<file path="src/hw/rtl/smto_pkg.sv">
`timescale 1ns / 1ps
// ----------------------------------------------------------------------------
// smto_pkg
// Shared types, codes and helpers of the swerve module target optimizer.
// ----------------------------------------------------------------------------
package smto_pkg;

   localparam int ANGLE_BITS_DEFAULT = 16;
   localparam int CSR_INDEX_W        = 3;
   localparam int CSR_DATA_W         = 32;

   typedef enum logic [CSR_INDEX_W-1:0] {
      CSR_DRIVE_MODE        = 3'd0,
      CSR_FORCE_GAIN        = 3'd1,
      CSR_SPEED_DEADBAND    = 3'd2,
      CSR_FORCE_DEADBAND    = 3'd3,
      CSR_CURRENT_DEADBAND  = 3'd4,
      CSR_CURRENT_LIMIT     = 3'd5,
      CSR_STEER_ZERO_OFFSET = 3'd6
   } csr_index_type;

   typedef enum logic [1:0] {
      METHOD_SPEED    = 2'd0,
      METHOD_CURRENT  = 2'd1,
      METHOD_DISABLED = 2'd2
   } method_type;

   localparam logic FUNC_CALC = 1'b0;
   localparam logic FUNC_STOP = 1'b1;

   typedef struct packed {
      logic        drive_mode;
      logic [15:0] force_gain;
      logic [14:0] speed_dead_zone;
      logic [14:0] force_dead_zone;
      logic [18:0] current_dead_zone;
      logic [18:0] current_limit;
      logic [15:0] steer_zero_offset;
   } cfg_type;

   typedef struct packed {
      logic               func;
      logic signed [15:0] target_angle;
      logic signed [15:0] target_velocity;
      logic signed [15:0] target_force;
      logic        [15:0] encoder_angle;
   } req_type;

   // after angle optimization, deadbands and flip
   typedef struct packed {
      logic               configured;
      logic signed [15:0] steer_position;
      logic signed [15:0] steer_feedback;
      method_type         drive_method;
      logic signed [15:0] drive_speed;
      logic signed [15:0] drive_force;
      logic               flipped;
   } prep_type;

   // force times gain, before rounding
   typedef struct packed {
      logic               configured;
      logic signed [15:0] steer_position;
      logic signed [15:0] steer_feedback;
      method_type         drive_method;
      logic signed [15:0] drive_speed;
      logic signed [31:0] product;
      logic               flipped;
   } prod_type;

   typedef struct packed {
      logic               configured;
      logic signed [15:0] steer_position;
      logic signed [15:0] steer_feedback;
      method_type         drive_method;
      logic signed [15:0] drive_speed;
      logic signed [19:0] drive_current;
      logic               flipped;
   } rsp_type;

   // magnitude of a 16-bit value; the most negative value gives 32768
   function automatic logic [15:0] mag16(input logic signed [15:0] x);
      logic [15:0] u;
      u = $unsigned(x);
      return x[15] ? (~u + 16'd1) : u;
   endfunction

   // negate, saturating the most negative value to the most positive
   function automatic logic signed [15:0] neg16(input logic signed [15:0] x);
      logic signed [15:0] r;
      if (x == 16'sh8000) begin
         r = 16'sh7FFF;
      end else begin
         r = -x;
      end
      return r;
   endfunction

endpackage

</file>
<file path="src/hw/rtl/smto_mult.sv">
`timescale 1ns / 1ps
// ----------------------------------------------------------------------------
// smto_mult
// Stage 2: force times Q4.12 gain.
// ----------------------------------------------------------------------------
module smto_mult import smto_pkg::*; (
   input  logic     clock,
   input  logic     reset,
   input  cfg_type  cfg,
   input  logic     in_valid,
   output logic     in_ready,
   input  prep_type in_data,
   output logic     out_valid,
   input  logic     out_ready,
   output prod_type out_data
);

   logic               valid_ff, valid_in;
   prod_type           data_ff, data_in;
   logic signed [16:0] gain_s;
   logic signed [32:0] prod_full;

   assign in_ready  = !valid_ff || out_ready;
   assign valid_in  = in_ready ? in_valid : valid_ff;
   assign out_valid = valid_ff;
   assign out_data  = data_ff;

   always_comb begin
      gain_s    = $signed({1'b0, cfg.force_gain});
      prod_full = in_data.drive_force * gain_s;
      data_in.configured     = in_data.configured;
      data_in.steer_position = in_data.steer_position;
      data_in.steer_feedback = in_data.steer_feedback;
      data_in.drive_method   = in_data.drive_method;
      data_in.drive_speed    = in_data.drive_speed;
      // magnitude stays below 2^31, so 32 bits hold the product
      data_in.product        = $signed(prod_full[31:0]);
      data_in.flipped        = in_data.flipped;
   end

   always_ff @(posedge clock) begin
      if (reset) begin
         valid_ff <= 1'b0;
      end else begin
         valid_ff <= valid_in;
      end
   end

   always_ff @(posedge clock) begin
      if (in_valid && in_ready) begin
         data_ff <= data_in;
      end
   end

endmodule

</file>
<file path="config.mk">
export PLATFORM = sky130hd
export DESIGN_NAME = smto_mult
export DESIGN_NICKNAME = d
export VERILOG_FILES = /design/src/hw/rtl/smto_pkg.sv /design/src/hw/rtl/smto_mult.sv
export SDC_FILE = /design/constraint.sdc
export NUM_CORES = 1
export LEC_CHECK = 0
export ABC_AREA = 1
export BUFFER_PORTS_ARGS = -buffer_cell sky130_fd_sc_hd__buf_2
export CORE_MARGIN = 10
export CORE_UTILIZATION = 52
export DETAILED_ROUTE_END_ITERATION = 10
export GPL_TIMING_DRIVEN = 0
export HOLD_SLACK_MARGIN = 0.06
export PLACE_DENSITY = 0.8
export SYNTH_ARGS = -nofsm -noshare
export SYNTH_HDL_FRONTEND = slang
export SYNTH_SLANG_ARGS = --single-unit
</file>
<file path="constraint.sdc">
create_clock -name clock -period 6.1 [get_ports clock]
set_input_delay 1.22 -clock clock [delete_from_list [all_inputs] [get_ports clock]]
set_output_delay 1.22 -clock clock [all_outputs]
set_load 0.05 [all_outputs]
</file>
---- Yosys cells after proc, flatten, opt, wreduce, memory -nomap -nowiden ----
Index checks and enable logic that the tools add are counted.
storage, ports and cells
  bits in registers ....................... 85
  output and inout port bits .............. 86
  word-level logic and storage cells ...... 12
operators by class
  $mul .................................... 1
  reductions and logical operators ........ 3
operator list
  operator             count
  $mul A16 B17 Y32     1
  $logic_and A1 B1 Y1  1
  $logic_not A1 Y1     1
  $logic_or A1 B1 Y1   1

---- Depth between registers and ports, before layout ----
  depth in word-level cells ............... 3
  mapped depth ............................ 25
  mapped depth without buffers ............ 23

---- Least setup slack after synthesis ----
OpenSTA, ideal clock, no wires.
  path type ............................... input-to-reg
  from .................................... in in_data[8] (netlist name)
  to ...................................... reg data_ff, in the netlist out_data[32], data pin
  data arrival time ....................... 5924 ps
  data required time ...................... 5848 ps
  setup slack ............................. -77 ps
  cell stages on the path ................. 22
  buffers on the path ..................... 2
  cell sequence ........................... clkbuf_1 -> clkbuf_1 -> nand2_1 -> fa_1 -> inv_1 -> fa_1 -> inv_1 -> fa_1 -> inv_1 -> fa_1 -> fa_1 -> inv_1 -> fa_1 -> inv_1 -> ha_1 -> nand2_1 -> nor2_1 -> nand3_1 -> nand3_2 -> nand2_1 -> nand3_1 -> nand2_1
on the way
  cells in the longest elaborated chain, start to end .. 1
ends and longest elaborated chain
  item                    line             RTL
  start: declaration      smto_mult.sv:12  input prep_type in_data,
  $mul A16 B17 Y32        smto_mult.sv:30  prod_full = in_data.drive_force * gain_s;
  net prod_full[31]       smto_mult.sv:21  logic signed [32:0] prod_full;
  end signal: assignment  smto_mult.sv:51  data_ff <= data_in;
  end: declaration        smto_mult.sv:19  prod_type data_ff, data_in;
The timed path passes the listed nets, and every way through them passes these cells.
A chain may end at the register's enable or synchronous reset.

---- Worst setup path in the final report ----
  from .................................... in cfg[89] (netlist name)
  to ...................................... reg data_ff, in the netlist out_data[24], data pin
on the way
  cells in the longest elaborated chain, start to end .. 1
ends and longest elaborated chain
  item                line             RTL
  start: declaration  smto_mult.sv:9   input cfg_type cfg,
  $mul A16 B17 Y32    smto_mult.sv:30
  net prod_full[23]   smto_mult.sv:21
The timed path passes the listed nets, and every way through them passes these cells.

==> flow_summary_export.csv <==
group,metric,value,unit
final_layout,n_antenna_cell,0,
synthesis,synth_compound_area_share,1.17,%
timing,period_share,98.6,%
synthesis,ys_warn_count,0,
synthesis,synth-simple-area-share,17.6,%
floorplanning,die_h,173,um
critical_path,cp_data_required_time,6200,ps
grt,grt_start_max_net_pins,33,
critical_path,r2r_start,"out_valid",
min_path,hp-class,"register to register",
final_layout,mostFrequentLayoutCell,"inv_1",
synthesis,syn_nets,1971,
synthesis,synthAdderAreaFrac,43.7,%
final_layout,drive_gt1_share,16.8,%
synthesis,ys_types,22,
routing,vias_per_cell,5.08,
clock_network,htreeDepth,3,
timing,finalHoldViolCount,0,
critical_path,cp-start-kind,"input pin",
final_layout,layout_common_cells,"inv_1 (444), nand2_1 (431), fa_1 (194), buf_2 (147), ha_1 (108)",
grt,top_usage_layer,"met2",
floorplanning,die_w,173,um
synthesis,netlist_instances,1487,
grt,antenna_found_initial,0,
critical_path,critPathLaunch,"cfg[89]",
synthesis,ys_seq_elements,85,
timing,fin_skew,7.61,ps
timing,slew_violations,0,
grt,grt_pass1_wl,53300,um
clock_network,cts_hold_buf,0,
clock_network,path_clk_slew,70,ps
clock_network,cts_sinks,85,
clock_network,root_buffer,"clkbuf_16",
timing,rsz0062_at_grt,"true",
floorplanning,io_pins,259,
final_layout,areaGrowthSynthToFinish,16.5,%
synthesis,syn_area,12200,sq um
grt,globalRouteOverflowTotal,0,
min_path,hold_path.startpoint,"out_valid",
timing,slew_headroom,67.5,%
grt,grt_pass1_vias,10671,
run,drv_cap,0,
critical_path,cp_max_fo,10,
routing,routed_wl,32900,um
timing,setup_tns,0,ps
grt,grtUsageMet3,3.81,%
routing,drt_iter0_markers,660,
clock_network,cts_tree,"built",
floorplanning,dieArea,30100,sq um
synthesis,synth_top_family_by_area,"adder cells",
place,gp_congestion,0.966,
routing,dr_total_vias,10016,
routing,postRouteAntennaNets,0,
routing,drtPass1Iterations,6,
critical_path,critPathCaptureType,"register",
place,hpwl,27300,um
clock_network,numCtsBuffers,9,
critical_path,critPathKind,"input pin to register",
place,portBuffers,147,
critical_path,crit_arrival,6110,ps
grt,met1_usage,25.5,%
final_layout,nFillCells,2011,
place,placed_area,13500,sq um
timing,worst_pin_slew,487,ps
synthesis,avgSynthCellArea,8.23,sq um
synthesis,synth_xor_area_share,1.29,%
synthesis,yosysSeqAreaShare,20.8,%
status,status,"finished, final reports clean",
final_layout,nets,2130,
routing,wl_per_cell,16.7,um
synthesis,muxShareOfSynthArea,0,%
clock_network,clock_latency,340,ps
floorplanning,core,23300,sq um
grt,grt_use_total,22.1,%
floorplanning,initial_core_util,52.4,%
final_layout,fin_area,14200,sq um
timing,fmax,0.166,GHz
timing,final-setup-viol-count,0,
timing,fin_crit,6020,ps
grt,grt_util_met2,38.8,%
routing,drc_errors,0,
floorplanning,rows,56,
clock_network,clock_path_buffers,2,
-- worst paths after layout --
kind / to / slack (ps) / cells past startpoint
min: out_valid / 540 / 2
max: out_data[24] / 80 / 25
max reg2reg: out_data[48] / 4460 / 4
min reg2reg: out_valid / 540 / 2
-- registers in the layout, indices dropped and copies added, names as in the netlist --
register   count
out_data      84
out_valid      1
-- cells in the mapped netlist --
master    number  share of area, %
inv_1        445                14
nand2_1      445                14
fa_1         194                32
ha_1         117                12
edfxtp_1      84                21
clkbuf_1      57               1.7
nor2_1        44               1.4
nand3_1       31               1.3
a21oi_1       23              0.94
xor2_1        14               1.0
nor2_2         7              0.36
nand4_1        5              0.26
or2_2          5              0.26
nand3_2        4              0.33
xnor2_1        4              0.29
o21bai_1       2              0.12
a21o_1         1             0.061
buf_1          1             0.031
dfxtp_1        1              0.16
nand2_2        1             0.051
nand3b_2       1             0.092
o21ai_0        1             0.041
-- metal layers --
layer  vias to the layer above  part of all wire, %
met3                       118                  7.2
met1                      4864                   37
met2                       453                   50
met5                         -                    0
li1                       4581                    -
met4                         0                  5.3
-- cell type report --
type / instances / area (sq um) / area share (%)
Buffer: 54 / 477 / 3.35
Tap cell: 319 / 399 / 2.80
Clock buffer: 9 / 225 / 1.58
Inverter: 445 / 1670 / 11.7
Multi-Input combinational cell: 899 / 8030 / 56.3
Timing Repair Buffer: 152 / 828 / 5.81
Sequential cell: 85 / 2540 / 17.8
Clock inverter: 7 / 76.3 / 0.536
-- critical path, cell delays in order --
cell and delay [ps]:
clkbuf_4 210, clkbuf_8 230, nand2_1 80, fa_1 480, inv_1 50, fa_1 500, inv_1 80, fa_1 540
inv_1 50, fa_1 440, fa_1 490, inv_1 50, fa_1 480, inv_1 60, ha_4 240, nand2_2 120
inv_1 50, nand2_1 60, nand3_1 110, inv_1 120, nand3_2 150, nand2_1 120, nand2_1 50, nand2_1 50
nand2_1 50
-- logic make-up after synthesis --
family                   count (synthesis)
AND/OR/NAND/NOR                        543
buffers and inverters                  503
XOR/XNOR                                18
flip-flops                              85
AO/OA/AOI/OAI                           27
adder cells (fa/ha/maj)                311
-- per-stage QoR --
step / worst slack [ps] / cells / hold WS [ps] / util, %
detailed placement: -1000 / 1956 / 532 / 57.7
floorplan: -0.711 / 1487 / 1070 / -
CTS: -22.2 / 1969 / 543 / 59.9
finish: 83.6 / 1970 / 537 / 61.1
global route: -61.3 / 1970 / 586 / 61.1
global placement: -1250 / 1953 / 469 / 57.3
-- timing repair --
| action | CTS | global route |
|---|---|---|
| setup buffers | 0 | 2 |
| setup endpoints to repair | 23 | 20 |
| resized for setup | 86 | 97 |
| pin swaps | 0 | 6 |
| gates cloned | 0 | 0 |
Power is not shown: default switching activity piles up to over one toggle a cycle in this logic, so the estimate is an artifact.
