`config.mk`:
```
export PLATFORM = sky130hd
export DESIGN_NAME = smto_shape
export DESIGN_NICKNAME = d
export VERILOG_FILES = /design/src/hw/rtl/smto_pkg.sv /design/src/hw/rtl/smto_shape.sv
export SDC_FILE = /design/constraint.sdc
export NUM_CORES = 1
export LEC_CHECK = 0
export BUFFER_PORTS_ARGS = -buffer_cell sky130_fd_sc_hd__buf_2
export CORE_AREA = 2 2 108 110
export DETAILED_ROUTE_END_ITERATION = 10
export DIE_AREA = 0 0 110 112
export PLACE_DENSITY = 0.86
export SETUP_SLACK_MARGIN = 0.1
export SLEW_MARGIN = 20
export SYNTH_ARGS = -nofsm -noshare
export SYNTH_HDL_FRONTEND = slang
export SYNTH_SLANG_ARGS = --single-unit
```
`constraint.sdc`:
```
create_clock -name clock -period 16.1 [get_ports clock]
set_clock_uncertainty 0.1 [all_clocks]
set_input_delay 3.22 -clock clock [delete_from_list [all_inputs] [get_ports clock]]
set_output_delay 3.22 -clock clock [all_outputs]
set_load 0.02 [all_outputs]
```
`src/hw/rtl/smto_pkg.sv`:
```
`timescale 1ns / 1ps
// ----------------------------------------------------------------------------
// smto_pkg
// Shared types, codes and helpers of the swerve module target optimizer.
// ----------------------------------------------------------------------------
package smto_pkg;

   localparam int ANGLE_BITS_DEFAULT = 16;
   localparam int CSR_INDEX_W        = 3;
   localparam int CSR_DATA_W         = 32;

   typedef enum logic [CSR_INDEX_W-1:0] {
      CSR_DRIVE_MODE        = 3'd0,
      CSR_FORCE_GAIN        = 3'd1,
      CSR_SPEED_DEADBAND    = 3'd2,
      CSR_FORCE_DEADBAND    = 3'd3,
      CSR_CURRENT_DEADBAND  = 3'd4,
      CSR_CURRENT_LIMIT     = 3'd5,
      CSR_STEER_ZERO_OFFSET = 3'd6
   } csr_index_type;

   typedef enum logic [1:0] {
      METHOD_SPEED    = 2'd0,
      METHOD_CURRENT  = 2'd1,
      METHOD_DISABLED = 2'd2
   } method_type;

   localparam logic FUNC_CALC = 1'b0;
   localparam logic FUNC_STOP = 1'b1;

   typedef struct packed {
      logic        drive_mode;
      logic [15:0] force_gain;
      logic [14:0] speed_dead_zone;
      logic [14:0] force_dead_zone;
      logic [18:0] current_dead_zone;
      logic [18:0] current_limit;
      logic [15:0] steer_zero_offset;
   } cfg_type;

   typedef struct packed {
      logic               func;
      logic signed [15:0] target_angle;
      logic signed [15:0] target_velocity;
      logic signed [15:0] target_force;
      logic        [15:0] encoder_angle;
   } req_type;

   // after angle optimization, deadbands and flip
   typedef struct packed {
      logic               configured;
      logic signed [15:0] steer_position;
      logic signed [15:0] steer_feedback;
      method_type         drive_method;
      logic signed [15:0] drive_speed;
      logic signed [15:0] drive_force;
      logic               flipped;
   } prep_type;

   // force times gain, before rounding
   typedef struct packed {
      logic               configured;
      logic signed [15:0] steer_position;
      logic signed [15:0] steer_feedback;
      method_type         drive_method;
      logic signed [15:0] drive_speed;
      logic signed [31:0] product;
      logic               flipped;
   } prod_type;

   typedef struct packed {
      logic               configured;
      logic signed [15:0] steer_position;
      logic signed [15:0] steer_feedback;
      method_type         drive_method;
      logic signed [15:0] drive_speed;
      logic signed [19:0] drive_current;
      logic               flipped;
   } rsp_type;

   // magnitude of a 16-bit value; the most negative value gives 32768
   function automatic logic [15:0] mag16(input logic signed [15:0] x);
      logic [15:0] u;
      u = $unsigned(x);
      return x[15] ? (~u + 16'd1) : u;
   endfunction

   // negate, saturating the most negative value to the most positive
   function automatic logic signed [15:0] neg16(input logic signed [15:0] x);
      logic signed [15:0] r;
      if (x == 16'sh8000) begin
         r = 16'sh7FFF;
      end else begin
         r = -x;
      end
      return r;
   endfunction

endpackage

```
`src/hw/rtl/smto_shape.sv`:
```
`timescale 1ns / 1ps
// ----------------------------------------------------------------------------
// smto_shape
// Stage 3: round to current, saturate, apply current deadband; output register.
// ----------------------------------------------------------------------------
module smto_shape import smto_pkg::*; (
   input  logic     clock,
   input  logic     reset,
   input  cfg_type  cfg,
   input  logic     in_valid,
   output logic     in_ready,
   input  prod_type in_data,
   output logic     out_valid,
   input  logic     out_ready,
   output rsp_type  out_data
);

   logic        valid_ff, valid_in;
   rsp_type     data_ff, data_in;
   logic [31:0] p_u, p_mag, p_sum;
   logic [19:0] q, q_lim, q_db;

   assign in_ready  = !valid_ff || out_ready;
   assign valid_in  = in_ready ? in_valid : valid_ff;
   assign out_valid = valid_ff;
   assign out_data  = data_ff;

   always_comb begin
      p_u   = $unsigned(in_data.product);
      p_mag = in_data.product[31] ? (~p_u + 32'd1) : p_u;
      // round to nearest, ties away from zero
      p_sum = p_mag + 32'd2048;
      q     = p_sum[31:12];
      q_lim = ((cfg.current_limit != 19'd0) && (q > {1'b0, cfg.current_limit})) ?
              {1'b0, cfg.current_limit} : q;
      q_db  = (q_lim < {1'b0, cfg.current_dead_zone}) ? 20'd0 : q_lim;

      data_in.configured     = in_data.configured;
      data_in.steer_position = in_data.steer_position;
      data_in.steer_feedback = in_data.steer_feedback;
      data_in.drive_method   = in_data.drive_method;
      data_in.drive_speed    = in_data.drive_speed;
      data_in.drive_current  = in_data.product[31] ? $signed(~q_db + 20'd1) :
                                                      $signed(q_db);
      data_in.flipped        = in_data.flipped;
   end

   always_ff @(posedge clock) begin
      if (reset) begin
         valid_ff <= 1'b0;
      end else begin
         valid_ff <= valid_in;
      end
   end

   always_ff @(posedge clock) begin
      if (in_valid && in_ready) begin
         data_ff <= data_in;
      end
   end

endmodule

```
# Word-level counts from Yosys, hierarchy flattened
# Index checks and enable logic that the tools add are counted.
[word_totals] elab_cells=24 input_bits=189 ff_bits=73
[op_classes] reduce_logical=5 magnitude_cmp=2 add_sub_neg=3 n_mux=4 n_bitwise=2
[op_table] cell="2-to-1 mux 20 bit" n=3
[op_table] cell="adder 32 x 1 -> 32 bit (second input constant)" n=1
[op_table] cell="adder 32 x 12 -> 32 bit (second input constant)" n=1
[op_table] cell="2-to-1 mux 32 bit" n=1
[op_table] cell="NOT 32 bit" n=1
[op_table] cell="adder 20 x 1 -> 20 bit (second input constant)" n=1
[op_table] cell="> comparator 20 x 19 -> 1 bit" n=1
[op_table] cell="< comparator 20 x 19 -> 1 bit" n=1
[op_table] cell="NOT 20 bit" n=1
[op_table] cell="nonzero test 19 bit" n=1
[op_table] cell="logical AND 1 bit" n=2
[op_table] cell="zero test 1 bit" n=1
[op_table] cell="logical OR 1 bit" n=1

# Logic depth before layout (Yosys ltp)
[logic_depth] word_depth=12 ltp_mapped=42

# Least setup slack after synthesis
# Ideal clock, no wire load.
[synth_timing] path_kind="input -> register" from="in in_data[11] (netlist bit)" to="reg data_ff, in the netlist out_data[19] (data pin)" setup_time_ns=0.270 cell_stages=40 n_path_buf=7 setup_slack_ns=4.128 arrival_ns=11.602 required_time_ns=15.730 cell_sequence="or4_4 -> or4_1 -> buf_2 -> buf_6 -> nand2_1 -> xnor2_1 -> ha_1 -> nor2b_1 -> mux2i_2 -> a2111oi_4 -> a21oi_1 -> a2111oi_2 -> xnor2_1 -> ha_1 -> a2111oi_0 -> o221ai_1 -> a2111oi_0 -> o31ai_1 -> (+4 left out) -> buf_2 -> nand2_1 -> o21ai_0 -> ha_1 -> a21o_1 -> a21o_1 -> a21oi_1 -> o311ai_0 -> a2111oi_0 -> o211a_1 -> buf_2 -> or2_2 -> ha_1 -> o221ai_1 -> nor4_1 -> and3b_1 -> o31a_1 -> o22ai_1"
[synth_lines] item="start: declaration" line="smto_shape.sv:12" source="input prod_type in_data,"
[synth_lines] item="end signal: assignment" line="smto_shape.sv:58" source="data_ff <= data_in;"
[synth_lines] item="end: declaration" line="smto_shape.sv:19" source="rsp_type data_ff, data_in;"

==> summary by stage <==
Power and ir drop
The net switching power is approximately 0.21 mW. Of the total power, combinational logic draws 0.359. The switching part of the total power is 0.325. The share of total power dissipated in the clock network is 0.276. Of the total power, registers draw 0.365. The largest voltage drop on the vdd net is 78.5 µV.

The analysis attributes to cell leakage a power of just over 3 nW. For this design the ratio of total power to cell area is 92.8 nW/µm². The internal power contribution is approximately 0.44 mW.

Clock network
The root buffer cell chosen for the clock tree is sky130_fd_sc_hd__clkbuf_16. After clock tree synthesis, the repair step resized 0 gates. The H-tree was split into 3 levels.

In this run the deepest clock path goes through 2 buffers. The number of sinks driven by the clock tree is 73. The worst-skew pair later-pin latency is 320 ps.

The number of CTS-inserted buffers is 9. Clock-pin slew was measured on the worst setup and hold paths at roughly 50 ps. The count of buffers added by post-CTS timing repair for setup is 0. The number of buffers inserted for hold repair after clock tree synthesis is 0. TritonCTS built the clock tree.

Placed design
The port buffer count is 199. At the end of routability-driven placement, the weighted congestion stood at between 0.8 and 0.9. The minimum setup slack after placement is 2430 ps. The HPWL after detailed placement is about 12 mm.

Critical path
For the worst setup path, the data required time is 16050 ps. The start-to-end type of the worst setup path is primary input to flop. Counting buffers and inverters, the worst setup path is 31 cells deep.

The origin of the worst setup path is in_data[11]. The arrival time at the worst endpoint is 13530 ps. Counting cells, the worst reg-to-reg path comes to 3. The number of buffers and inverters on the critical path is 2.

The kind of start point of the critical path is a primary input. The top cell family by delay on the critical path is compound AO/OA/AOI/OAI gates. On the worst path, the slowest cell contributes a delay of roughly 900 ps. The worst reg2reg path startpoint is out_valid$_SDFFE_PP0N_. The biggest fanout along the worst timing path is between 50 and 60. The standard cell with the maximum stage delay on the critical path is sky130_fd_sc_hd__nor4_2. The worst setup path is captured at a flop.

The register-to-register setup slack is 14390 ps. The critical register-to-register path endpoint is out_data[66]$_DFFE_PP_.

Finish
The number of filler cells placed in the layout is 925. The post-layout utilization of the core is 0.629. The ratio of cells with drive above 1 in the final layout is 0.323. Relative to the synthesized area, the layout overhead comes to 24.3%. The antenna cell count is 0.

The number of nets in the finished design is 1009.

Synth
The number of warnings issued by yosys is 0. In the synthesized netlist, the cells that appear most often are sky130_fd_sc_hd__edfxtp_1, sky130_fd_sc_hd__inv_1, sky130_fd_sc_hd__nand2_1. After synthesis, the share of flip-flops with an asynchronous set or reset is 0. Of the synthesized area, sequential elements account for 0.386. In the post-synthesis netlist, the cell with the most instances is sky130_fd_sc_hd__edfxtp_1. In this run, distinct cell masters in the synthesized netlist total 85. Yosys mapped a number of flops with a built-in enable equal to 72. The synthesized design contains 73 register bits. By area the synthesized netlist is led by sky130_fd_sc_hd__edfxtp_1, sky130_fd_sc_hd__ha_1, sky130_fd_sc_hd__inv_1. The area fraction of the dominant cell type after synthesis is 0.382. The number of cells produced by synthesis is 591. The largest area contributor in the netlist is sky130_fd_sc_hd__edfxtp_1. A synthesized cell averages 9.57 µm².

The post-synth net total is 819. The flip-flop cell with the highest count after synthesis is sky130_fd_sc_hd__edfxtp_1. The post-synthesis instance area is 5650 µm².

Floorplanning
The area of the core is roughly 11000 µm². The floorplan step set the die height to roughly 110 µm. The site row count is 39. The die covers 12300 µm². The effective utilization at floorplan is 0.506. For this design the top-level I/O count stands at 263. The die extent in x is ~110 µm.

Detailed routing
The routed layout has 5328 vias. The final layout contains routed wiring with a total length of roughly 16 mm. The number of nets still failing antenna checks after routing is 0. In the routed design, unresolved DRC markers number 0.

The violation count after the first detailed-route iteration is 393. The via density per instance is roughly 5.7. After detailed routing, the average wire length per cell comes to 16.7 µm. The length of the first detailed-routing pass in iterations is 5.

STA
Setup repair after global routing left no endpoint under its margin. The maximum clock rate is 73.7 MHz. The number of hold violations in the final report is 0. The shortest period the worst path allows is 13580 ps. Setup violations remaining at the end of the flow were counted as 0. The ratio of final minimum period to clock period is 0.843. The final number of max-transition violations is 0. For the pin with the worst max-slew slack, the measured transition is 1090 ps. In the post-route analysis, the smallest setup slack over all paths is about 2500 ps. In this run the tightest slew margin relative to its limit is 0.269. In the final timing run, aggregate negative setup slack is 0 ps.

Min path
The classification of the worst-slack hold path is flop to flop. The endpoint of the worst hold path is out_valid$_SDFFE_PP0N_. The cell depth of the worst min-delay path is 2. The origin of the worst min-delay path is out_valid$_SDFFE_PP0N_.

Flow run
The max-cap check violation count is 0.

Global routing
The pin count of the biggest net entering global routing is 73. The first-pass GRT wire length is roughly 24 mm. The via count of the first global-routing pass is 4927.

Across every metal layer, demand over resource in global routing totals 0.249. The initial antenna violation count is 0. For this run the aggregate overflow at the end of global routing stands at 0.

Run status
The flow ran to the end, and the final reports show no timing, DRC or antenna violations.
cell type report:
type	count	area, µm²	area share
multi-input cells	440	3160	0.450
flip-flops and latches	73	2180	0.310
repair buffers	204	1030	0.147
clock buffers	10	229	0.0326
inverters	53	199	0.0283
well taps	143	179	0.0255
clock inverters	4	46.3	0.00659
cell usage in the layout (no fill, tap or decap), types with 6 or more instances in the layout:
master / Yosys / routed
sky130_fd_sc_hd__o21ai_0: 34 / 34
sky130_fd_sc_hd__or2_2: 6 / 6
sky130_fd_sc_hd__nand2b_1: 8 / 8
sky130_fd_sc_hd__edfxtp_1: 72 / 72
sky130_fd_sc_hd__o31ai_1: 9 / 9
sky130_fd_sc_hd__nor4_1: 8 / 7
sky130_fd_sc_hd__nand3_1: 15 / 15
sky130_fd_sc_hd__a21oi_1: 23 / 23
sky130_fd_sc_hd__o22ai_1: 6 / 6
sky130_fd_sc_hd__nor3_1: 17 / 17
sky130_fd_sc_hd__ha_1: 39 / 39
sky130_fd_sc_hd__nor2_1: 36 / 36
sky130_fd_sc_hd__or3_1: 10 / 10
sky130_fd_sc_hd__nand4_1: 12 / 12
sky130_fd_sc_hd__nand2_1: 47 / 47
sky130_fd_sc_hd__xor2_1: 16 / 16
sky130_fd_sc_hd__a211oi_1: 6 / 6
sky130_fd_sc_hd__clkbuf_16: 0 / 9
sky130_fd_sc_hd__a21o_1: 14 / 14
sky130_fd_sc_hd__mux2_2: 7 / 7
sky130_fd_sc_hd__xnor2_1: 13 / 13
sky130_fd_sc_hd__inv_1: 52 / 52
sky130_fd_sc_hd__nor2b_1: 9 / 9
sky130_fd_sc_hd__buf_2: 9 / 199
power groups by stage:
| stage | sequential (mW) | clock (mW) | combinational [mW] |
|---|---|---|---|
| 6_report | 0.238 | 0.180 | 0.234 |
| 5_1_grt | 0.240 | 0.193 | 0.258 |
| 4_1_cts | 0.238 | 0.183 | 0.232 |
| 3_5_place_dp | 0.242 | 0 | 0.231 |
| 3_3_place_gp | 0.241 | 0 | 0.224 |
| 2_1_floorplan | 0.266 | 0 | 0.138 |
worst max-delay path by stage:
stage,endpoint,slack (ps)
after global routing,out_data[19]$_DFFE_PP_,1990
final,out_data[19]$_DFFE_PP_,2520
after global placement,out_data[19]$_DFFE_PP_,2500
after detailed placement,out_data[19]$_DFFE_PP_,2430
after floorplan,out_data[19]$_DFFE_PP_,4130
after CTS,out_data[19]$_DFFE_PP_,2680
state kept, by name (all words and copies together) (netlist names):
| register | flops |
|---|---|
| out_data | 72 |
| out_valid | 1 |
kinds of logic after synthesis:
| kind of cell | synth area share |
|---|---|
| adder cells (fa/ha/maj) | 0.0863 |
| multiplexers | 0.0217 |
| flip-flops | 0.386 |
| buffers and inverters | 0.0564 |
| XOR/XNOR | 0.0498 |
| AO/OA/AOI/OAI | 0.205 |
| AND/OR/NAND/NOR | 0.195 |
worst register-to-register path: stages (launching register included):
cell	delay (ps)
sky130_fd_sc_hd__dfxtp_1	310
sky130_fd_sc_hd__nand2b_1	90
sky130_fd_sc_hd__and2_2	140
sky130_fd_sc_hd__buf_4	640
per-stage QoR:
stage / cell area [µm²] / hold slack [ps] / power, mW / instances
finish: 7030 / 408 / 0.652 / 927
CTS: 7030 / 411 / 0.653 / 927
global route: 7030 / 460 / 0.691 / 927
global placement: 6750 / 391 / 0.465 / 913
detailed placement: 6750 / 409 / 0.473 / 913
floorplan: 5650 / 629 / 0.404 / 591
metal layers:
metal | wire length, µm | GRT usage | up-vias
li1 | - | - | 2621
met2 | 7680 | 0.415 | 247
met5 | 0 | 0 | -
met1 | 5820 | 0.304 | 2425
met3 | 1490 | 0.0504 | 35
met4 | 528 | 0.116 | 0
(Power assumes the default switching activity.)
