$ cat src/hw/rtl/smto_pkg.sv
`timescale 1ns / 1ps
// ----------------------------------------------------------------------------
// smto_pkg
// Shared types, codes and helpers of the swerve module target optimizer.
// ----------------------------------------------------------------------------
package smto_pkg;

   localparam int ANGLE_BITS_DEFAULT = 16;
   localparam int CSR_INDEX_W        = 3;
   localparam int CSR_DATA_W         = 32;

   typedef enum logic [CSR_INDEX_W-1:0] {
      CSR_DRIVE_MODE        = 3'd0,
      CSR_FORCE_GAIN        = 3'd1,
      CSR_SPEED_DEADBAND    = 3'd2,
      CSR_FORCE_DEADBAND    = 3'd3,
      CSR_CURRENT_DEADBAND  = 3'd4,
      CSR_CURRENT_LIMIT     = 3'd5,
      CSR_STEER_ZERO_OFFSET = 3'd6
   } csr_index_type;

   typedef enum logic [1:0] {
      METHOD_SPEED    = 2'd0,
      METHOD_CURRENT  = 2'd1,
      METHOD_DISABLED = 2'd2
   } method_type;

   localparam logic FUNC_CALC = 1'b0;
   localparam logic FUNC_STOP = 1'b1;

   typedef struct packed {
      logic        drive_mode;
      logic [15:0] force_gain;
      logic [14:0] speed_dead_zone;
      logic [14:0] force_dead_zone;
      logic [18:0] current_dead_zone;
      logic [18:0] current_limit;
      logic [15:0] steer_zero_offset;
   } cfg_type;

   typedef struct packed {
      logic               func;
      logic signed [15:0] target_angle;
      logic signed [15:0] target_velocity;
      logic signed [15:0] target_force;
      logic        [15:0] encoder_angle;
   } req_type;

   // after angle optimization, deadbands and flip
   typedef struct packed {
      logic               configured;
      logic signed [15:0] steer_position;
      logic signed [15:0] steer_feedback;
      method_type         drive_method;
      logic signed [15:0] drive_speed;
      logic signed [15:0] drive_force;
      logic               flipped;
   } prep_type;

   // force times gain, before rounding
   typedef struct packed {
      logic               configured;
      logic signed [15:0] steer_position;
      logic signed [15:0] steer_feedback;
      method_type         drive_method;
      logic signed [15:0] drive_speed;
      logic signed [31:0] product;
      logic               flipped;
   } prod_type;

   typedef struct packed {
      logic               configured;
      logic signed [15:0] steer_position;
      logic signed [15:0] steer_feedback;
      method_type         drive_method;
      logic signed [15:0] drive_speed;
      logic signed [19:0] drive_current;
      logic               flipped;
   } rsp_type;

   // magnitude of a 16-bit value; the most negative value gives 32768
   function automatic logic [15:0] mag16(input logic signed [15:0] x);
      logic [15:0] u;
      u = $unsigned(x);
      return x[15] ? (~u + 16'd1) : u;
   endfunction

   // negate, saturating the most negative value to the most positive
   function automatic logic signed [15:0] neg16(input logic signed [15:0] x);
      logic signed [15:0] r;
      if (x == 16'sh8000) begin
         r = 16'sh7FFF;
      end else begin
         r = -x;
      end
      return r;
   endfunction

endpackage

$ cat src/hw/rtl/smto_prep.sv
`timescale 1ns / 1ps
// ----------------------------------------------------------------------------
// smto_prep
// Stage 1: steer feedback, angle error, half-turn flip and deadbands.
// ----------------------------------------------------------------------------
module smto_prep import smto_pkg::*; #(
   parameter int ANGLE_BITS = ANGLE_BITS_DEFAULT
) (
   input  logic     clock,
   input  logic     reset,
   input  cfg_type  cfg,
   input  logic     in_valid,
   output logic     in_ready,
   input  req_type  in_data,
   output logic     out_valid,
   input  logic     out_ready,
   output prep_type out_data
);

   localparam logic        [ANGLE_BITS-1:0] HALF = {1'b1, {(ANGLE_BITS-1){1'b0}}};
   localparam logic signed [ANGLE_BITS-1:0] QTR  = {2'b01, {(ANGLE_BITS-2){1'b0}}};
   localparam logic signed [ANGLE_BITS-1:0] NQTR = {2'b11, {(ANGLE_BITS-2){1'b0}}};

   logic                         valid_ff, valid_in;
   prep_type                     data_ff, data_in;
   logic        [ANGLE_BITS-1:0] tgt_w, enc_w, off_w, fb_w, pos_w;
   logic signed [ANGLE_BITS-1:0] err_s;
   logic                         calc, flip;
   logic signed [15:0]           speed_db, force_db;

   assign in_ready  = !valid_ff || out_ready;
   assign valid_in  = in_ready ? in_valid : valid_ff;
   assign out_valid = valid_ff;
   assign out_data  = data_ff;

   always_comb begin
      tgt_w = ANGLE_BITS'($unsigned(in_data.target_angle));
      enc_w = ANGLE_BITS'(in_data.encoder_angle);
      off_w = ANGLE_BITS'(cfg.steer_zero_offset);
      fb_w  = enc_w - off_w;
      err_s = $signed(tgt_w - fb_w);
      calc  = (in_data.func == FUNC_CALC);
      // an error of exactly minus a half turn flips too
      flip  = calc && ((err_s > QTR) || (err_s < NQTR));
      pos_w = flip ? (tgt_w + HALF) : tgt_w;

      speed_db = (mag16(in_data.target_velocity) < {1'b0, cfg.speed_dead_zone}) ?
                 16'sd0 : in_data.target_velocity;
      force_db = (mag16(in_data.target_force) < {1'b0, cfg.force_dead_zone}) ?
                 16'sd0 : in_data.target_force;

      data_in.configured     = 1'b1;
      data_in.steer_position = $signed(16'(pos_w));
      data_in.steer_feedback = $signed(16'(fb_w));
      data_in.flipped        = flip;
      if (calc) begin
         data_in.drive_method = cfg.drive_mode ? METHOD_CURRENT : METHOD_SPEED;
         data_in.drive_speed  = flip ? neg16(speed_db) : speed_db;
         data_in.drive_force  = flip ? neg16(force_db) : force_db;
      end else begin
         data_in.drive_method = METHOD_DISABLED;
         data_in.drive_speed  = 16'sd0;
         data_in.drive_force  = 16'sd0;
      end

      // unconfigured: every field reads zero
      if (cfg.force_gain == 16'd0) begin
         data_in = '0;
      end
   end

   always_ff @(posedge clock) begin
      if (reset) begin
         valid_ff <= 1'b0;
      end else begin
         valid_ff <= valid_in;
      end
   end

   always_ff @(posedge clock) begin
      if (in_valid && in_ready) begin
         data_ff <= data_in;
      end
   end

endmodule

$ cat config.mk
export PLATFORM = sky130hd
export DESIGN_NAME = smto_prep
export DESIGN_NICKNAME = d
export VERILOG_FILES = /design/src/hw/rtl/smto_pkg.sv /design/src/hw/rtl/smto_prep.sv
export SDC_FILE = /design/constraint.sdc
export NUM_CORES = 1
export LEC_CHECK = 0
export BUFFER_PORTS_ARGS = -buffer_cell sky130_fd_sc_hd__buf_4
export CAP_MARGIN = 10
export CORE_MARGIN = 5
export CORE_UTILIZATION = 51
export DETAILED_ROUTE_END_ITERATION = 7
export GPL_ROUTABILITY_DRIVEN = 0
export PLACE_DENSITY = 0.81
export SLEW_MARGIN = 0
export SYNTH_ARGS = -nofsm -noshare
export SYNTH_HDL_FRONTEND = slang
export SYNTH_SLANG_ARGS = --single-unit
$ cat constraint.sdc
create_clock -name clock -period 7.7 [get_ports clock]
set_input_delay 1.925 -clock clock [delete_from_list [all_inputs] [get_ports clock]]
set_output_delay 1.925 -clock clock [all_outputs]
set_load 0.1 [all_outputs]
-- Word level (Yosys, flattened, before mapping)
Cells that the tools add are included.
- flip-flop bits (word level): 69
- bits of input ports: 170
- output and inout port bits: 70
- word-level logic and storage cells: 44
- $add $sub $neg: 7
- $lt $le $gt $ge: 4
- equality and inequality tests: 2
- muxes and demuxes: 12
- bitwise operators: 3
- reduce and logical (&&, ||, !) cells: 7
- operator list (cell ; number):
    16-bit 2-to-1 mux ; 9
    68-bit 2-to-1 mux ; 1
    34-bit 2-to-1 mux ; 1
    16-bit by 1-bit adder with 16-bit output, second input constant ; 2
    16-bit equality test, second input constant ; 2
    16-bit by 15-bit less-than comparator with 1-bit output ; 2
    16-bit negator ; 2
    16-bit inverter ; 2
    16-bit subtractor ; 2
    16-bit adder, second input constant ; 1
    16-bit greater-than comparator, second input constant ; 1
    16-bit zero test ; 1
    16-bit by 15-bit less-than comparator with 1-bit output, second input constant ; 1
    1-bit logical AND ; 2
    1-bit logical OR ; 2
    2-bit OR reduction ; 1
    1-bit zero test ; 1
    1-bit 2-to-1 mux ; 1
    1-bit inverter ; 1

-- Longest topological paths before layout
Gate-level depths: netlist (run 1).
- word-level depth: 10
- depth in mapped cells: 23
- gate-level depth less buffers: 21

-- Worst setup path before layout (run 1)
No wires, ideal clock.
- path kind: input to register
- start point: input in_data[35] in the netlist's numbering
- end point: register data_ff, in the netlist out_data[30] (data pin)
- library setup time: 0.140 ns
- arrival time: 6.069 ns
- required time: 7.560 ns
- setup slack: 1.490 ns
- stages: 21
- buffers on the path: 2
- cells stage by stage: or2_2 -> or4_1 -> nor3_1 -> nand2_1 -> or2_2 -> nand2_1 -> xnor2_1 -> ha_1 -> o21a_1 -> o21ai_0 -> nor2_1 -> a2111oi_0 -> o21ai_0 -> clkbuf_1 -> nand2_1 -> ha_1 -> clkbuf_1 -> inv_1 -> nor3_1 -> nand3_1 -> nand3_1
- longest elaborated chain between the ends: 8
- elaborated cells between the ends (all ways): 9
- those cells by class: 2 x add/sub; 1 x order compare; 1 x eq/ne; 4 x mux; 1 x bitwise
- ends and longest elaborated chain (item ; RTL line ; text):
    from (decl) ; smto_prep.sv:14 ; input req_type in_data,
    16-bit inverter ; smto_pkg.sv:85 ; return x[15] ? (~u + 16'd1) : u;
    16-bit by 1-bit adder with 16-bit output ; smto_pkg.sv:85 ;
    16-bit 2-to-1 mux ; smto_pkg.sv:85 ;
    16-bit by 15-bit less-than comparator with 1-bit output ; smto_prep.sv:47 ; speed_db = (mag16(in_data.target_velocity) < {1'b0, cfg.speed_dead_zone}) ?
    16-bit 2-to-1 mux (*) ; smto_prep.sv:47 ;
    16-bit negator or 16-bit equality test (tied branches) ; smto_pkg.sv:94, smto_pkg.sv:91 ;
    16-bit 2-to-1 mux ; smto_pkg.sv:91 ; if (x == 16'sh8000) begin
    16-bit 2-to-1 mux (*) ; smto_prep.sv:58 ; data_in.drive_speed = flip ? neg16(speed_db) : speed_db;
    to (signal assigned) ; smto_prep.sv:82 ; data_ff <= data_in;
    to (decl) ; smto_prep.sv:25 ; prep_type data_ff, data_in;
Every way passes the cells marked *; elsewhere a longest branch is shown, timed or not.
A chain may end at the register's enable or synchronous reset.

-- Final worst setup path (run 1)
- start point: input in_data[35] in the netlist's numbering
- end point: register data_ff, in the netlist out_data[22] (data pin)
The elaborated chain is that of the path after synthesis.

==> results by group, run 1 <==
Job
  – MaxCap Viol Count: 0

Synthesis
  – Post-synth top cells: inv_1 (77), nand2_1 (74), edfxtp_1 (68)
  – Gate Count Post-Synth: ~770
  – Ys flop type: edfxtp_1
  – Synthesized net count: around 1000
  – Ys async rst share: 0%
  – Share of the synthesized area in the top cell type: between 30% and 40%
  – Synth area leaders: edfxtp_1 (31%), ha_1 (10%), xnor2_1 (5.1%)
  – Seq/Total Area, Yosys: about 31%
  – Flops & latches, synth: 69
  – Mean Syn Cell Area: between 8 and 9 um^2
  – Number of flops mapped to enable cells by yosys: between 60 and 70
  – Count leader, synth: inv_1
  – Post-synthesis cell type count: 86
  – Mapped Area: roughly 6700 um^2
  – Yosys warns: 0
  – Leading area contributor after synthesis: edfxtp_1

Global route
  – Vias in the first global route: 5864
  – Grt total ovfl: 0
  – Total GRT Usage: 21.5%
  – Largest net degree at the start of global routing: between 60 and 70
  – First-pass GRT wire length: 28100 um
  – Initial antenna violation count: 0

Worst setup path
  – Type of origin of the critical path: primary input
  – Setup CP Type: primary input to flop
  – CP top delay family: simple AND/OR/NAND/NOR gates
  – Crit path max fanout: 7
  – Slowest CP cell: or4_1
  – Critical path depth: 21
  – Critical Path End Type: flop
  – Reg2reg path depth: 3
  – Crit-path cells: buf_4 > or2_2 > or4_1 > nor3_1 > nand2_1 > or2_2 > nand2_1 > xnor2_1 > ha_1 > o21a_1 > o21ai_0 > nor2_1 > a2111oi_0 > o21ai_0 > nand2_1 > ha_1 > inv_1 > nor3_1 > buf_4 > nand3_1 > nand3_1
  – Critical path's most frequent cell: nand2_1
  – Critical Path RT: approximately 8 ns
  – CP arrival: a little under 7 ns
  – FF-to-FF setup slack: between 6 and 7 ns
  – CP max stage delay: between 0.5 and 0.6 ns
  – Buf/Inv on CP: 3

Timing
  – Final worst path period share: ~87%
  – Total Negative Setup Slacks: 0 ns
  – Slew @ Worst Pin: about 0.9 ns
  – Worst relative slew slack: around two fifths
  – Unrepaired setup endpoints after global routing: no
  – Fin. Hold Viols: 0
  – Final max-slew violation count: 0
  – Fmax achieved: between 100 and 150 MHz
  – Hold slack: around 0.51 ns
  – Endpoints failing setup: 0
  – Tmin final: approximately 6.7 ns
  – Clock skew: 0.00361 ns

Route
  – DRT iter0 DRCs: ~600
  – Drt via density: roughly 5.7
  – Routed Wire Length: approximately 18000 um
  – Avg WL per Cell: roughly 15 um
  – 1st-pass router iterations: 5
  – Post-route ant nets: 0
  – # DRC: 0
  – Vias: 6458

Final layout
  – Share of layout cells above drive strength 1: 26.9%
  – Layout fillers: 1066
  – Synth-to-Final Area Change: 28.9%
  – Multi-input logic area: roughly 4200 um^2
  – Layout net count: 1188
  – Seq. cell area: 2060 um^2
  – Diode count: 0
  – Fin cells: 1139

Worst hold path
  – Tightest Hold Check Type: flop to flop
  – Hold Path Stages: 2

Clocking
  – CTS tree: yes
  – Clk slew on worst S/H paths: 0.06 ns
  – Inserted Clock Buffers: 9
  – TritonCTS Sinks: 69
  – Skew-Pair Late Insertion Delay: approximately 0.33 ns
  – Post-CTS Resized: 0
  – Hold Buf Count CTS: 0
  – CTS root buf: clkbuf_16
  – Clock H-tree levels: 3
  – Post-CTS setup buffers: 0
  – Clk buf depth: 2

Place
  – I/O Buffers: 201
  – DP Wirelength: around 14000 um
  – Placed Instances: 1123

Outcome
  – Status: finished, final reports clean

Die
  – Die Y: 124 um
  – I/O Pins: 240
  – Row Count: 41
  – Initial cell density of the core: a little over half
  – Die outline area: approximately 15000 um^2
  – Core area: 12700 um^2
  – Die Width: between 100 and 150 um

Pwr
  – PwrDens: around 220 nW/um^2
  – Peak supply drop: 0.000110 V
  – Leak Pwr: approximately 0.0039 uW
==> final timing paths <==
kind,startpoint,to
setup / recovery,in_data[35],out_data[22]
hold / removal,out_valid,out_valid
setup reg to reg,out_valid,out_data[22]
hold reg to reg,out_valid,out_valid
==> cell usage in the layout, fill, tap and decap left out, types with 4 or more instances in the layout <==
master,instances
a211oi_1,10
a21boi_1,4
a21o_1,11
a21oi_1,35
a32o_1,4
and2_1,16
and3_1,10
and4_1,4
buf_4,209
clkbuf_16,9
edfxtp_1,68
ha_1,54
inv_1,77
mux2_2,6
mux2i_1,10
nand2_1,74
nand2b_1,22
nand3_1,40
nand4_1,6
nor2_1,49
nor2b_1,7
nor3_1,23
nor4_1,9
o211ai_1,7
o21a_1,4
o21ai_0,32
o31ai_1,6
or2_2,9
or3_1,14
or4_1,5
xnor2_1,39
xor2_1,5
==> flip-flops by register name, indices dropped and copies added, names as in the netlist <==
register   cells
out_valid      1
out_data      68
==> routing by layer <==
| metal | up-vias | GRT usage, % | wire, um |
|---|---|---|---|
| met4 | 0 | 7.29 | 396 |
| met2 | 240 | 37.6 | 8760 |
| met1 | 2988 | 26.8 | 7340 |
| li1 | 3199 | - | - |
| met5 | - | 0 | 0 |
| met3 | 31 | 3.77 | 1100 |
==> metrics by stage <==
| stage | total power (uW) | worst slack (ns) | cell area (um^2) | util [%] |
|---|---|---|---|---|
| 6_report | 1880 | 1.02 | 8580 | 67.5 |
| 5_1_grt | 1980 | 0.666 | 8580 | 67.5 |
| 4_1_cts | 1880 | 1.06 | 8580 | 67.5 |
| 3_5_place_dp | 1500 | 0.720 | 8310 | 65.3 |
| 3_3_place_gp | 1480 | 0.824 | 8310 | 65.3 |
| 2_1_floorplan | 1280 | 1.49 | 6660 | - |
==> report_power, final <==
group          internal (uW)  leakage, uW  total, uW  switching (uW)
logic                    330      0.00306       1000             674
clock network            220     0.000133        385             165
registers                474     0.000674        487            13.1
==> worst min-delay path, delay by kind of cell (launching register included) <==
family          cells  cell delay, ns
compound gates      1            0.07
flops               1            0.31
simple gates        1            0.10
==> final cells by class <==
class / count / share of cell area (%)
Clock buffer: 10 / 2.67
Clock inverter: 6 / 0.554
Inverter: 77 / 3.37
Multi-Input combinational cell: 596 / 48.6
Sequential cell: 69 / 24.0
Tap cell: 172 / 2.51
Timing Repair Buffer: 209 / 18.3
==> cells by family after synthesis <==
group / synth area share (%)
and+or+nand+nor: 22.9
AOI/OAI and AO/OA: 18.5
buffers and inverters: 6.41
DFF: 31.0
adders and majority gates: 10.9
xor gates and xnor gates: 6.93
muxes: 3.36
No activity file was read; power rests on OpenSTA's default activity.
==> inputs of run 2 (changes only) <==
--- a/config.mk
+++ b/config.mk
@@ -7,10 +7,12 @@
 export LEC_CHECK = 0
 export BUFFER_PORTS_ARGS = -buffer_cell sky130_fd_sc_hd__buf_4
 export CAP_MARGIN = 10
+export CORE_ASPECT_RATIO = 0.9
 export CORE_MARGIN = 5
 export CORE_UTILIZATION = 51
 export DETAILED_ROUTE_END_ITERATION = 7
 export GPL_ROUTABILITY_DRIVEN = 0
+export GPL_TIMING_DRIVEN = 0
 export PLACE_DENSITY = 0.81
 export SLEW_MARGIN = 0
 export SYNTH_ARGS = -nofsm -noshare
==> results by group, run 2 (synthesized netlist as in run 1, its figures left out) <==
Route
  – Routed Wire Length: 17800 um (+0.98%)
  – Post-route ant nets: 0 (unchanged)
  – Vias: 6454 (-0.062%)
  – # DRC: 0 (unchanged)
  – Drt via density: 5.64 (-0.59%)
  – Avg WL per Cell: 15.5 um (+0.45%)
  – DRT iter0 DRCs: 632 (+5.9%)
  – 1st-pass router iterations: 5 (unchanged)

Worst setup path
  – Crit-path cells: buf_4 > or2_2 > or4_1 > nor3_1 > nand2_1 > or2_2 > nand2_1 > xnor2_1 > ha_1 > o21a_1 > o21ai_0 > nor2_1 > a2111oi_0 > o21ai_0 > clkbuf_1 > nand2_1 > ha_1 > clkbuf_1 > inv_1 > nor3_1 > nand3_1 > nand3_1
  – Critical path startpoint: in_data[35]
  – CP max stage delay: 0.53 ns (+0.02 ns)
  – Critical Path RT: 7.88 ns (about the same)
  – Slowest CP cell: or4_1
  – CP arrival: 7.34 ns (+0.50 ns)
  – Critical Path End Type: flop
  – Reg2reg path depth: 2 (-1)
  – FF-to-FF setup slack: 6.14 ns (+0.05 ns)
  – Setup CP Type: primary input to flop
  – Critical path's most frequent cell: nand2_1
  – Worst R2R End: out_data[4]
  – Worst Setup EP: out_data[22]
  – Reg-to-Reg Start: out_valid
  – Crit path max fanout: 10 (+3)
  – Type of origin of the critical path: primary input

Clocking
  – Clock H-tree levels: 3 (unchanged)
  – Post-CTS Resized: 0 (unchanged)
  – Inserted Clock Buffers: 9 (unchanged)
  – Hold Buf Count CTS: 0 (unchanged)
  – Clk buf depth: 2 (unchanged)
  – Post-CTS setup buffers: 0 (unchanged)
  – TritonCTS Sinks: 69 (unchanged)
  – CTS root buf: clkbuf_16
  – Clk slew on worst S/H paths: 0.06 ns (about the same)
  – CTS tree: yes
  – Skew-Pair Late Insertion Delay: 0.33 ns (about the same)

Pwr
  – Reg power frac: 24.6% (-1.4 points)
  – Final Total Pwr: 1980 uW (+5.6%)
  – Net switching power: 855 uW (+0.31%)
  – Net Sw Frac: 43.2% (-2.3 points)
  – Peak supply drop: 0.000134 V (+22%)
  – P_int: 1130 uW (+10%)
  – Clk pwr share: 23.4% (+2.9 points)
  – Leak Pwr: 0.00388 uW (+0.46%)
  – Logic pwr share: 52.0% (-1.5 points)
  – PwrDens: 229 nW/um^2 (+4.7%)

Place
  – Pre-CTS WS: 0.416 ns (-0.303 ns)
  – I/O Buffers: 195 (-3.0%)
  – DP Wirelength: 14300 um (+1.7%)

Die
  – Initial cell density of the core: 52.3% (-0.057 points)
  – I/O Pins: 240 (unchanged)
  – Die outline area: 15400 um^2 (about the same)
  – Die Width: 130 um (+5.0%)
  – Row Count: 39 (-4.9%)
  – Core area: 12700 um^2 (+0.11%)
  – Die Y: 118 um (-4.7%)

Global route
  – GR Layer Usage met1: 29.7% (+3.0 points)
  – Grt met3 use: 4.51% (+0.74 points)
  – Largest net degree at the start of global routing: 69 (unchanged)
  – Vias in the first global route: 6116 (+4.3%)
  – Total GRT Usage: 22.9% (+1.3 points)
  – Initial antenna violation count: 0 (unchanged)
  – First-pass GRT wire length: 29000 um (+3.2%)
  – Met2 GRT Util: 38.4% (+0.83 points)
  – Busiest layer in global routing: met2
  – Grt total ovfl: 0 (unchanged)

Timing
  – Final worst slack: 0.537 ns (-0.488 ns)
  – Tmin final: 7.16 ns (+0.488 ns)
  – Final max-slew violation count: 0 (unchanged)
  – Endpoints failing setup: 0 (unchanged)
  – Total Negative Setup Slacks: 0 ns (unchanged)
  – Fmax achieved: 140 MHz (-6.8%)
  – Final worst path period share: 93.0% (+6.3 points)
  – Fin. Hold Viols: 0 (unchanged)
  – Unrepaired setup endpoints after global routing: no
  – Clock skew: 0.00615 ns (+0.00253 ns)
  – Worst relative slew slack: 41.1% (+1.3 points)
  – Slew @ Worst Pin: 0.884 ns (-0.0156 ns)

Final layout
  – Most common cell after layout, fill and taps aside: buf_4
  – Most frequent cells in the layout: buf_4 (196), inv_1 (77), nand2_1 (74)
  – Layout fillers: 1085 (+1.8%)
  – Layout net count: 1203 (+1.3%)
  – Synth-to-Final Area Change: 30.0%
  – Largest register FFs: 68 (unchanged)
  – Diode count: 0 (unchanged)
  – Share of layout cells above drive strength 1: 25.5% (-1.4 points)

Worst hold path
  – Tightest Hold Check Type: flop to flop

Job
  – MaxCap Viol Count: 0 (unchanged)

Outcome
  – Status: finished, final reports clean
run 2: cell count changes in the layout (fill, tap and decap cells not counted), sizes merged:
cell,delta
buf,-7
bufinv,+3
clkbuf,+21
clkinv,-1
clkinvlp,-1
inv,-1
run 2: routing by layer:
metal	up-vias	share of wire, %
li1	3213	-
met1	2954	41
met2	256	48
met3	31	8.4
met4	0	1.9
met5	-	0
run 2: area by class of cell:
cell class	instances	area, um^2	share of cell area (%)
plain buffers	29	138	1.59
clock inverters	6	103	1.19
clock buffers	9	225	2.60
flip-flops and latches	69	2060	23.8
inverters	77	289	3.34
multi-input cells	596	4170	48.2
repair buffers	195	1460	16.9
well taps	164	205	2.37
run 2: power groups by stage:
stage	logic (uW)	clock network [uW]	registers, uW
after CTS	1030	468	487
after global routing	1110	486	490
after detailed placement	1020	0	494
after global placement	1010	0	495
final	1030	463	487
after floorplan	479	0	798
run 2: through the flow:
step / cell area (um^2) / utilization, % / std cells / hold WS, ns
finish: 8660 / 68.0 / 1145 / 0.549
global route: 8660 / 68.0 / 1145 / 0.578
CTS: 8660 / 68.0 / 1145 / 0.556
detailed placement: 8330 / 65.4 / 1130 / 0.548
global placement: 8330 / 65.4 / 1130 / 0.503
floorplan: 6660 / - / 771 / 1.73
run 2: how the worst min path moves through the flow:
stage              start   endpoint  slack (ns)  cells after the start
5_1_grt        out_valid  out_valid        0.58                      2
3_5_place_dp   out_valid  out_valid        0.55                      2
2_1_floorplan  out_valid  out_valid        1.73                      2
3_3_place_gp   out_valid  out_valid        0.50                      2
6_report       out_valid  out_valid        0.55                      2
4_1_cts        out_valid  out_valid        0.56                      2
run 2: worst max-delay path, delay by kind of cell:
kind,cells,cell delay [ns]
and+or+nand+nor,11,3.04
buffers and inverters,4,0.84
adders and majority gates,2,0.44
AOI/OAI and AO/OA,4,0.92
xor gates and xnor gates,1,0.16
==> inputs of run 3 (changes only) <==
--- a/config.mk
+++ b/config.mk
@@ -7,13 +7,16 @@
 export LEC_CHECK = 0
 export BUFFER_PORTS_ARGS = -buffer_cell sky130_fd_sc_hd__buf_4
 export CAP_MARGIN = 10
+export CELL_PAD_IN_SITES_DETAIL_PLACEMENT = 2
+export CELL_PAD_IN_SITES_GLOBAL_PLACEMENT = 2
 export CORE_ASPECT_RATIO = 0.9
 export CORE_MARGIN = 5
-export CORE_UTILIZATION = 51
+export CORE_UTILIZATION = 30
+export CTS_BUF_LIST = sky130_fd_sc_hd__clkbuf_4
 export DETAILED_ROUTE_END_ITERATION = 7
-export GPL_ROUTABILITY_DRIVEN = 0
+export GPL_ROUTABILITY_DRIVEN = 1
 export GPL_TIMING_DRIVEN = 0
-export PLACE_DENSITY = 0.81
+export PLACE_DENSITY = 0.83
 export SLEW_MARGIN = 0
 export SYNTH_ARGS = -nofsm -noshare
 export SYNTH_HDL_FRONTEND = slang
==> results by group, run 3 (synthesized netlist as in run 1, its figures left out) <==
Final layout
  – Layout net count: 1204 (+0.083%)
  – Layout fillers: 2470 (+130%)
  – Most frequent cells in the layout: buf_4 (196), inv_1 (77), nand2_1 (74)
  – Synth-to-Final Area Change: 29.9%
  – Share of layout cells above drive strength 1: 25.9% (+0.46 points)
  – Core Util, Final: 39.7% (-28 points)
  – Most common cell after layout, fill and taps aside: buf_4
  – Largest register FFs: 68 (unchanged)

Global route
  – First-pass GRT wire length: 39400 um (+36%)
  – Largest net degree at the start of global routing: 67 (-2.9%)
  – Total GRT Usage: 19.3% (-3.5 points)
  – Grt total ovfl: 0 (unchanged)
  – Initial antenna violation count: 1 (+1)
  – Vias in the first global route: 7341 (+20%)

Worst setup path
  – Crit-path cells: buf_4 > or2_2 > or4_1 > nor3_1 > nand2_1 > or2_2 > nand2_1 > xnor2_1 > ha_1 > o21a_1 > o21ai_0 > nor2_1 > a2111oi_0 > o21ai_0 > clkbuf_1 > nand2_1 > ha_1 > clkbuf_1 > inv_1 > nor3_2 > nand3_1 > nand3_1
  – CP max stage delay: 0.52 ns (about the same)
  – FF-to-FF setup slack: 6.35 ns (+0.21 ns)
  – Slowest CP cell: or4_1
  – Type of origin of the critical path: primary input
  – CP arrival: 7.46 ns (+0.12 ns)
  – Critical Path End Type: flop
  – Crit path max fanout: 10 (unchanged)
  – Critical Path RT: 8.02 ns (+0.14 ns)
  – Critical path's most frequent cell: nand2_1
  – Setup CP Type: primary input to flop

Route
  – Routed Wire Length: 24600 um (+38%)
  – Vias: 6699 (+3.8%)
  – DRT iter0 DRCs: 307 (-51%)
  – # DRC: 0 (unchanged)
  – 1st-pass router iterations: 4 (-1)
  – Avg WL per Cell: 19.3 um (+24%)
  – Drt via density: 5.25 (-6.8%)
  – Post-route ant nets: 0 (unchanged)

Timing
  – Unrepaired setup endpoints after global routing: no
  – Fin. Hold Viols: 0 (unchanged)
  – Slew @ Worst Pin: 0.760 ns (-0.124 ns)
  – Endpoints failing setup: 0 (unchanged)
  – Worst relative slew slack: 49.3% (+8.2 points)
  – Final max-slew violation count: 0 (unchanged)
  – Tmin final: 7.14 ns (-0.0227 ns)
  – Final worst path period share: 92.7% (-0.30 points)
  – Clock skew: 0.0236 ns (+0.0174 ns)
  – Fmax achieved: 140 MHz (+0.32%)

Pwr
  – Clk pwr share: 13.3% (-10 points)
  – P_int: 887 uW (-21%)
  – PwrDens: 208 nW/um^2 (-9.1%)
  – Net Sw Frac: 50.7% (+7.6 points)
  – Final Total Pwr: 1800 uW (-9.2%)
  – Peak supply drop: 0.000108 V (-19%)
  – Reg power frac: 27.1% (+2.5 points)
  – Leak Pwr: 0.00380 uW (-2.2%)
  – Net switching power: 912 uW (+6.7%)
  – Logic pwr share: 59.6% (+7.6 points)

Die
  – Core area: 21800 um^2 (+71%)
  – Row Count: 51 (+31%)
  – Die Y: 151 um (+28%)
  – Die outline area: 25300 um^2 (+64%)
  – I/O Pins: 240 (unchanged)
  – Die Width: 167 um (+28%)
  – Initial cell density of the core: 30.6% (-22 points)

Clocking
  – Skew-Pair Late Insertion Delay: 0.46 ns (+0.13 ns)
  – Post-CTS setup buffers: 0 (unchanged)
  – CTS root buf: clkbuf_4
  – Clk buf depth: 2 (unchanged)
  – Clock H-tree levels: 3 (unchanged)
  – TritonCTS Sinks: 69 (unchanged)
  – CTS tree: yes
  – Inserted Clock Buffers: 9 (unchanged)
  – Clk slew on worst S/H paths: 0.15 ns (+0.09 ns)

Place
  – I/O Buffers: 195 (unchanged)
  – Placer Congestion: 0.800
  – DP Wirelength: 20200 um (+42%)

Worst hold path
  – Tightest Hold Check Type: flop to flop

Outcome
  – Status: finished, final reports clean

Job
  – MaxCap Viol Count: 0 (unchanged)
run 3: cell count changes in the layout (fill, tap and decap cells not counted):
cell	previous run	this run
buf_16	0	1
clkinv_2	1	0
bufinv_16	3	0
nor3_1	23	22
clkbuf_16	9	0
clkinvlp_4	0	3
clkinv_1	2	0
nor3_2	0	1
inv_6	0	2
diode_2	0	1
clkbuf_4	0	9
clkinv_4	0	2
run 3: area by class of cell:
cell class              instances  area, um^2  area share, %
multi-input cells             596        4180           48.3
flip-flops and latches         69        2060           23.8
repair buffers                196        1490           17.2
well taps                     291         364           4.21
inverters                      77         289           3.34
plain buffers                  29         138           1.59
clock buffers                   9        67.6          0.781
clock inverters                 7        57.6          0.666
diodes                          1        2.50         0.0289
run 3: routing by layer:
metal  wire length, um  track usage, %
met2             12800            35.6
met1             10400            23.7
met4               361            4.87
met3              1030            2.97
met5                 0               0
run 3: repair_timing:
item	in CTS	in global routing
hold buffers	0	0
setup endpoints to repair	0	7
resized for setup	0	1
run 3: worst max-delay path: cells and delay by family:
family | cells | cell delay [ns]
buf+inv | 4 | 0.89
compound gates | 4 | 0.97
simple gates | 11 | 3.04
fa+ha+maj | 2 | 0.45
xor+xnor | 1 | 0.17
run 3: stage by stage:
step / cells / setup WS [ns] / hold slack, ns / cell area, um^2 / TNS, ns
after global placement: 1257 / 0.00839 / 0.507 / 8490 / 0
after floorplan: 771 / 1.49 / 1.73 / 6660 / 0
after global routing: 1275 / 0.0886 / 0.610 / 8650 / 0
after CTS: 1274 / 0.376 / 0.548 / 8640 / 0
final: 1275 / 0.560 / 0.547 / 8650 / 0
after detailed placement: 1258 / -0.125 / 0.529 / 8520 / -0.686
run 3: final timing paths:
check	startpoint	end	cells after the start
max	in_data[35]	out_data[20]	22
min	out_valid	out_valid	2
max reg2reg	out_valid	out_data[1]	3
min reg2reg	out_valid	out_valid	2
run 3: power by group through the flow:
| stage | clock network [uW] | registers [uW] | logic (uW) |
|---|---|---|---|
| floorplan | 0 | 798 | 479 |
| global placement | 0 | 495 | 1040 |
| detailed placement | 0 | 498 | 1080 |
| CTS | 247 | 489 | 1080 |
| global route | 261 | 493 | 1150 |
| finish | 238 | 488 | 1070 |
